## src/rtl/ckt_pkg.sv

```systemverilog
// Shared types and codes for the coordinate keyed table.
`default_nettype none
package ckt_pkg;

	localparam int COORD_BITS = 16;
	localparam int TYPE_BITS  = 3;
	localparam int INDEX_BITS = 6;
	localparam int COUNT_BITS = 7;

	localparam logic [1:0] CMD_INSERT = 2'd0;
	localparam logic [1:0] CMD_REMOVE = 2'd1;
	localparam logic [1:0] CMD_QUERY  = 2'd2;

	localparam logic [1:0] STAT_OK      = 2'd0;
	localparam logic [1:0] STAT_DUP     = 2'd1;
	localparam logic [1:0] STAT_MISSING = 2'd2;
	localparam logic [1:0] STAT_FULL    = 2'd3;

	typedef struct packed {
		logic [1:0]            cmd;
		logic [COORD_BITS-1:0] coord_x;
		logic [COORD_BITS-1:0] coord_y;
		logic [TYPE_BITS-1:0]  area_type;
	} ckt_req_t;

	typedef struct packed {
		logic [1:0]            status;
		logic                  found;
		logic [INDEX_BITS-1:0] match_index;
		logic [TYPE_BITS-1:0]  match_type;
		logic [COUNT_BITS-1:0] entry_count;
	} ckt_rsp_t;

	// one table entry as held in a cell
	typedef struct packed {
		logic [COORD_BITS-1:0] x;
		logic [COORD_BITS-1:0] y;
		logic [TYPE_BITS-1:0]  ty;
	} ckt_entry_t;

	// per-cell control from the sequencer
	typedef struct packed {
		logic occ;     // cell lies below the entry count
		logic cmp_en;  // capture compare result
		logic load;    // take the appended entry
		logic shift;   // take the right neighbor's entry
	} ckt_ctl_t;

endpackage
`default_nettype wire

```

## src/rtl/ckt_cell.sv

```systemverilog
// One table cell: holds an entry, compares it to the probe key, shifts from its neighbor.
`default_nettype none
module ckt_cell import ckt_pkg::*; (
	input  wire logic       clk,
	input  wire logic       arst_n,
	input  wire ckt_ctl_t   ctl,
	input  wire ckt_entry_t probe,
	input  wire ckt_entry_t fill,
	input  wire ckt_entry_t nbr,
	output ckt_entry_t      entry,
	output logic            match
);

	ckt_entry_t entry_q;
	logic       match_q;

	always_ff @(posedge clk) begin
		if (ctl.load) begin
			entry_q <= fill;
		end else if (ctl.shift) begin
			entry_q <= nbr;
		end
	end

	always_ff @(posedge clk or negedge arst_n) begin
		if (!arst_n) begin
			match_q <= 1'b0;
		end else if (ctl.cmp_en) begin
			match_q <= ctl.occ && (probe.x == entry_q.x) && (probe.y == entry_q.y);
		end
	end

	assign entry = entry_q;
	assign match = match_q;

endmodule
`default_nettype wire

```

## src/rtl/coordinate_keyed_table.sv

```systemverilog
// Coordinate keyed table: top level with sequencer, match reduction and response register.
// Each request has an accept step and an action step: at acceptance all cells compare the
// key against their entry in parallel and register the result; in the action step the match
// is reduced, the cells shift down (remove) or one cell loads the new entry (insert), and the
// response is registered. A new request is taken the cycle after that, while the previous
// response may still wait on rsp_stall; the action step holds while the response register is
// full and stalled. Entries are undefined after reset; count, state and valid flags clear.
`default_nettype none
module coordinate_keyed_table import ckt_pkg::*; #(
	parameter int CAPACITY = 64
) (
	input  wire logic     clk,
	input  wire logic     arst_n,
	input  wire logic     req_valid,
	output logic          req_stall,
	input  wire ckt_req_t req,
	output logic          rsp_valid,
	input  wire logic     rsp_stall,
	output ckt_rsp_t      rsp
);

	localparam int IDX_W = (CAPACITY > 1) ? $clog2(CAPACITY) : 1;
	localparam int CNT_W = $clog2(CAPACITY + 1);

	localparam logic ST_IDLE = 1'b0;
	localparam logic ST_ACT  = 1'b1;

	logic       state_q;
	logic [CNT_W-1:0] count_q;
	logic [1:0] cmd_q;
	ckt_entry_t fill_q;
	logic       rsp_valid_q;
	ckt_rsp_t   rsp_q;

	logic accept;
	logic act_go;
	ckt_entry_t probe;

	ckt_entry_t entries [CAPACITY];
	ckt_ctl_t   ctl     [CAPACITY];
	logic [CAPACITY-1:0] match;

	logic             hit;
	logic [IDX_W-1:0] pos;
	logic [TYPE_BITS-1:0] mtype;
	logic             full;
	logic             insert_go;
	logic             remove_go;
	logic [1:0]       status;
	logic [CNT_W-1:0] count_next;

	assign accept    = req_valid && !req_stall;
	assign req_stall = (state_q == ST_ACT);
	assign act_go    = (state_q == ST_ACT) && !(rsp_valid_q && rsp_stall);

	assign probe.x  = req.coord_x;
	assign probe.y  = req.coord_y;
	assign probe.ty = req.area_type;

	// keys are unique in the table, so an OR over the cells gives the one match
	always_comb begin
		hit   = 1'b0;
		pos   = '0;
		mtype = '0;
		for (int i = 0; i < CAPACITY; i++) begin
			hit   = hit | match[i];
			pos   = pos | ({IDX_W{match[i]}} & IDX_W'(i));
			mtype = mtype | ({TYPE_BITS{match[i]}} & entries[i].ty);
		end
	end

	assign full = (count_q == CNT_W'(CAPACITY));

	always_comb begin
		insert_go  = 1'b0;
		remove_go  = 1'b0;
		count_next = count_q;
		case (cmd_q)
			CMD_INSERT: begin
				if (hit) begin
					status = STAT_DUP;
				end else if (full) begin
					status = STAT_FULL;
				end else begin
					status     = STAT_OK;
					insert_go  = act_go;
					count_next = count_q + CNT_W'(1);
				end
			end
			CMD_REMOVE: begin
				if (hit) begin
					status     = STAT_OK;
					remove_go  = act_go;
					count_next = count_q - CNT_W'(1);
				end else begin
					status = STAT_MISSING;
				end
			end
			default: begin
				status = hit ? STAT_OK : STAT_MISSING;
			end
		endcase
	end

	for (genvar i = 0; i < CAPACITY; i++) begin : g_cell
		ckt_entry_t nbr;

		if (i == CAPACITY - 1) begin : g_last
			assign nbr = '0;
		end else begin : g_mid
			assign nbr = entries[i+1];
		end

		assign ctl[i].occ    = (CNT_W'(i) < count_q);
		assign ctl[i].cmp_en = accept;
		assign ctl[i].load   = insert_go && (count_q == CNT_W'(i));
		assign ctl[i].shift  = remove_go && (IDX_W'(i) >= pos);

		ckt_cell u_cell (
			.clk    (clk),
			.arst_n (arst_n),
			.ctl    (ctl[i]),
			.probe  (probe),
			.fill   (fill_q),
			.nbr    (nbr),
			.entry  (entries[i]),
			.match  (match[i])
		);
	end

	always_ff @(posedge clk or negedge arst_n) begin
		if (!arst_n) begin
			state_q     <= ST_IDLE;
			count_q     <= '0;
			rsp_valid_q <= 1'b0;
		end else begin
			unique case (state_q)
				ST_IDLE: begin
					if (accept) begin
						state_q <= ST_ACT;
					end
				end
				ST_ACT: begin
					if (act_go) begin
						state_q <= ST_IDLE;
					end
				end
				default: begin
					state_q <= ST_IDLE;
				end
			endcase
			if (act_go) begin
				count_q     <= count_next;
				rsp_valid_q <= 1'b1;
			end else if (!rsp_stall) begin
				rsp_valid_q <= 1'b0;
			end
		end
	end

	always_ff @(posedge clk) begin
		if (accept) begin
			cmd_q     <= req.cmd;
			fill_q.x  <= req.coord_x;
			fill_q.y  <= req.coord_y;
			fill_q.ty <= req.area_type;
		end
		if (act_go) begin
			rsp_q.status      <= status;
			rsp_q.found       <= hit;
			rsp_q.match_index <= INDEX_BITS'(pos);
			rsp_q.match_type  <= mtype;
			rsp_q.entry_count <= COUNT_BITS'(count_next);
		end
	end

	assign rsp_valid = rsp_valid_q;
	assign rsp       = rsp_q;

	a_single_match: assert property (@(posedge clk) disable iff (!arst_n)
		(state_q == ST_ACT) |-> $onehot0(match))
		else $error("more than one cell matched the key");

	a_count_bound: assert property (@(posedge clk) disable iff (!arst_n)
		count_q <= CNT_W'(CAPACITY))
		else $error("entry count beyond capacity");

	a_rsp_after_act: assert property (@(posedge clk) disable iff (!arst_n)
		act_go |=> (rsp_valid && (state_q == ST_IDLE)))
		else $error("action cycle did not produce a response");

	a_count_moves_on_act: assert property (@(posedge clk) disable iff (!arst_n)
		!act_go |=> $stable(count_q))
		else $error("entry count changed outside an action cycle");

endmodule
`default_nettype wire

```

## config.mk

```make
export PLATFORM = sky130hd
export DESIGN_NAME = coordinate_keyed_table
export DESIGN_NICKNAME = d
export VERILOG_FILES = /design/src/rtl/ckt_pkg.sv /design/src/rtl/ckt_cell.sv /design/src/rtl/coordinate_keyed_table.sv
export SDC_FILE = /design/constraint.sdc
export NUM_CORES = 2
export LEC_CHECK = 0
export BUFFER_PORTS_ARGS = -buffer_cell sky130_fd_sc_hd__clkbuf_2
export CELL_PAD_IN_SITES_DETAIL_PLACEMENT = 2
export CELL_PAD_IN_SITES_GLOBAL_PLACEMENT = 2
export CORE_UTILIZATION = 27
export DETAILED_ROUTE_END_ITERATION = 8
export PLACE_DENSITY = 0.51
export SLEW_MARGIN = 40
export SYNTH_ARGS = -nofsm -noshare
export SYNTH_HDL_FRONTEND = slang
export SYNTH_HIERARCHICAL = 1
export SYNTH_SLANG_ARGS = --single-unit
```

## constraint.sdc

```tcl
create_clock -name clk -period 9.35 [get_ports clk]
set_clock_uncertainty 0.2 [all_clocks]
set_input_delay 1.87 -clock clk [delete_from_list [all_inputs] [get_ports clk]]
set_output_delay 1.87 -clock clk [all_outputs]
set_load 0.005 [all_outputs]
```

==> impl_metrics.env <==
export IMPL_placed_area_um2=135000
export IMPL_syn2layout_area_growth_pct=15.9
export IMPL_crit_type="flop to flop"
export IMPL_dieHeight_um=680
export IMPL_ys_seq_elements=2369
export IMPL_r2r_end="g_cell[23].u_cell/entry[16]"
export IMPL_whs_endpoint="g_cell[42].u_cell/entry[2]"
export IMPL_grt_pass1_vias=84900
export IMPL_pre_cts_slack_ps=2730
export IMPL_postSynthCellCount=8438
export IMPL_instances_no_fill=15200
export IMPL_clkTransAtPathRegs_ps=60
export IMPL_setup_viol_count_final=0
export IMPL_fin_total_pwr_mw=25.3
export IMPL_hold_violations=0
export IMPL_peakVddDrop_uv=137
export IMPL_cts_root_buffer="clkbuf_16"
export IMPL_die_area_um2=463000
export IMPL_syn_cell_area_um2=124000
export IMPL_grt_util_met1_pct=30.0
export IMPL_grt_max_degree=74
export IMPL_crit_arrival_ps=6580
export IMPL_antenna_found_initial=55
export IMPL_drc_errors=0
export IMPL_place_congestion=0.991
export IMPL_outcome="finished, final reports clean"
export IMPL_end_kind="flop"
export IMPL_netlist_top_cell_by_area="edfxtp_1"
export IMPL_stdcell_area_um2=144000
export IMPL_cp_required_ps=9710
export IMPL_setup_ws_ps=3130
export IMPL_ys_seq_area_share_pct=56.9
export IMPL_worstHoldPathType="flop to flop"
export IMPL_reg2reg_depth=11
export IMPL_hold_start="g_cell[43].u_cell/entry[2]"
export IMPL_avgSynthCellArea_um2=14.7
export IMPL_clock_path_buffers=4
export IMPL_leakagePower_nw=45.4
export IMPL_grt_use_total_pct=22.5
export IMPL_tns_ps=0
export IMPL_ys_warn_count=6
export IMPL_maxSlewViolCount=0
export IMPL_grt_busiest_layer="met2"
export IMPL_use_met3_pct=2.61
export IMPL_fin_nets=8855
export IMPL_relSlewSlack_pct=34.5
export IMPL_htreeDepth=5
export IMPL_clock_sinks=2369
export IMPL_seqPwrFrac_pct=46.2
export IMPL_cap_violations=0
export IMPL_synthDistinctLibCells=58
export IMPL_synthFlopType="edfxtp_1"
export IMPL_ant_nets=0
export IMPL_port_buffers=61
export IMPL_ctsHoldBuffers=0
export IMPL_final_period_utilization_pct=66.5
export IMPL_drt_iter0_markers=6531
export IMPL_p_switching_mw=6.74
export IMPL_wirelength_mm=534
export IMPL_dp_cells=14600
export IMPL_clock_latency_ps=940
export IMPL_grt_pass1_wl_mm=731
export IMPL_max_slew_worst_pin_slew_ps=983
export IMPL_clock_power_share_pct=45.1
export IMPL_synthArstFlopShare_pct=3.08
export IMPL_synth_area_leaders="edfxtp_1, mux2_2, xor2_1"
export IMPL_ioPinCount=62
export IMPL_whs_path_depth=1
export IMPL_clock_fmax_ghz=0.161
export IMPL_grt_setup_unrepaired="false"
export IMPL_cp_max_fo=36
export IMPL_wire_per_inst_um=35.2
export IMPL_p_int_mw=18.6
export IMPL_dp_hpwl_mm=378
export IMPL_cts_tree="built"
export IMPL_post_cts_repair_setup_buffers=0
export IMPL_whs_ps=381
export IMPL_synth_edff_count=2296
export IMPL_powerDensity_nw_per_um2=176
export IMPL_initial_core_util_pct=27.2
export IMPL_drive_above_1_share_pct=35.3
export IMPL_netlist_area_leader_share_pct=55.5
export IMPL_reg2reg_slack_ps=3130
export IMPL_fp_row_count=248
export IMPL_cts_buffers=302
export IMPL_combPwrFrac_pct=8.8
export IMPL_fin_util_pct=31.5
export IMPL_use_met2_pct=38.0
export IMPL_cts_resized_gates=0
export IMPL_final_min_clock_period_ps=6220
export IMPL_worstReg2RegStart="g_cell[40].u_cell/match"
export IMPL_overflow=0
export IMPL_cp_start_kind="flop"
export IMPL_sw_frac_of_total_pct=26.6
export IMPL_viasPerCell=5.10
export IMPL_num_vias=77400
export IMPL_drtPass1Iterations=5
export IMPL_placeableCoreArea_um2=457000
export IMPL_die_w_um=680
==> power groups by stage <==
stage | clock, mW | sequential [mW] | combinational, mW
after detailed placement | 0 | 11.9 | 2.21
after floorplan | 0 | 11.9 | 0.673
after global placement | 0 | 11.9 | 2.16
after CTS | 11.7 | 11.7 | 2.22
after global routing | 12.1 | 11.7 | 2.27
final | 11.4 | 11.7 | 2.22
==> registers in the layout, summed over array words and instances, names as in the netlist <==
name,cells
fill_q,35
g_cell.u_cell/entry,2240
rsp_valid,1
count_q,7
cmd_q,2
req_stall,1
g_cell.u_cell/match,64
rsp,19
==> synthesized netlist by cell type, types with 2 or more instances <==
| library cell | n |
|---|---|
| a211o_1 | 2 |
| a211oi_1 | 5 |
| a21boi_0 | 3 |
| a21o_1 | 2 |
| a21oi_1 | 65 |
| a221oi_1 | 49 |
| a22o_1 | 48 |
| a22oi_1 | 3 |
| a31o_2 | 2 |
| and2_1 | 2 |
| and3_1 | 8 |
| and4_1 | 2 |
| buf_1 | 195 |
| buf_2 | 4 |
| clkbuf_1 | 91 |
| dfrtp_1 | 73 |
| edfxtp_1 | 2296 |
| ha_1 | 6 |
| inv_1 | 87 |
| mux2_2 | 2240 |
| nand2_1 | 78 |
| nand2b_1 | 6 |
| nand3_1 | 80 |
| nand4_1 | 274 |
| nand4b_1 | 2 |
| nor2_1 | 119 |
| nor2b_1 | 4 |
| nor3_1 | 21 |
| nor4_1 | 344 |
| o211ai_1 | 3 |
| o21a_1 | 4 |
| o21ai_0 | 33 |
| o21ai_1 | 3 |
| o21bai_1 | 3 |
| o22a_1 | 2 |
| o22ai_2 | 64 |
| or2_2 | 65 |
| or3_1 | 7 |
| or4_1 | 72 |
| or4_4 | 3 |
| xnor2_1 | 770 |
| xor2_1 | 1282 |
==> final cells by class <==
cell class	instances	area (µm²)
diodes	15	37.5
clock buffers	398	8130
clock inverters	149	1230
fillers	46800	313000
inverters	89	334
multi-input cells	5723	52900
flip-flops and latches	2369	70800
well taps	6125	7660
repair buffers	323	3020
==> critical path, stage by stage (launching register included) <==
cell and delay (ps):
dfrtp_1 370, buf_4 200, nor4_2 740, nand4_1 700, nor4_2 840, and3_1 270, buf_4 370, nand3_1 530
buf_4 420, nor2_4 150, buf_4 440, or2_4 550
==> per-layer routing <==
layer	wire [µm]	share of wire, %
met2	255000	48
met4	20200	3.8
met3	22800	4.3
met1	237000	44
met5	54	0.010
==> worst max-delay path by stage <==
stage	startpoint	to	cells past startpoint
finish	g_cell[40].u_cell/match	g_cell[23].u_cell/entry[16]	11
global route	g_cell[40].u_cell/match	g_cell[23].u_cell/entry[34]	11
CTS	g_cell[40].u_cell/match	g_cell[23].u_cell/entry[28]	11
detailed placement	rsp_stall	g_cell[23].u_cell/entry[16]	12
global placement	g_cell[40].u_cell/match	g_cell[10].u_cell/entry[16]	9
floorplan	req_valid	g_cell[0].u_cell/match	4
==> cell usage in the layout, fill, tap and decap left out, types with 10 or more instances in the layout <==
cell / netlist / layout
clkbuf_8: 0 / 13
buf_16: 0 / 13
o21ai_0: 33 / 31
clkbuf_1: 91 / 79
a21oi_1: 65 / 63
clkbuf_2: 0 / 28
mux2_2: 2240 / 2240
bufinv_16: 0 / 13
buf_12: 0 / 15
xor2_1: 1282 / 1282
inv_6: 0 / 10
clkinv_1: 1 / 63
xnor2_1: 770 / 770
or2_4: 0 / 60
nor4_1: 344 / 340
nor2_4: 0 / 57
a221oi_1: 49 / 49
or4_1: 72 / 72
diode_2: 0 / 15
nor3_1: 21 / 19
nand2_1: 78 / 75
nor2_1: 119 / 56
clkinv_2: 0 / 48
inv_1: 87 / 87
buf_4: 0 / 213
nand4_1: 274 / 274
o22ai_2: 64 / 64
nand3_1: 80 / 78
clkbuf_16: 0 / 306
edfxtp_1: 2296 / 2296
dfrtp_1: 73 / 71
a22o_1: 48 / 48
buf_6: 1 / 47
conb_1: 1 / 35
==> cells by family after synthesis <==
family	count (synthesis)	synth area share, %
flops	2369	56.9
mux	2240	20.3
xor+xnor	2052	14.5
simple gates	1090	5.09
buf+inv	380	1.16
compound gates	300	1.98
fa+ha+maj	6	0.0604
other cells	1	0.00302
No activity file was read; power rests on OpenSTA's default activity.
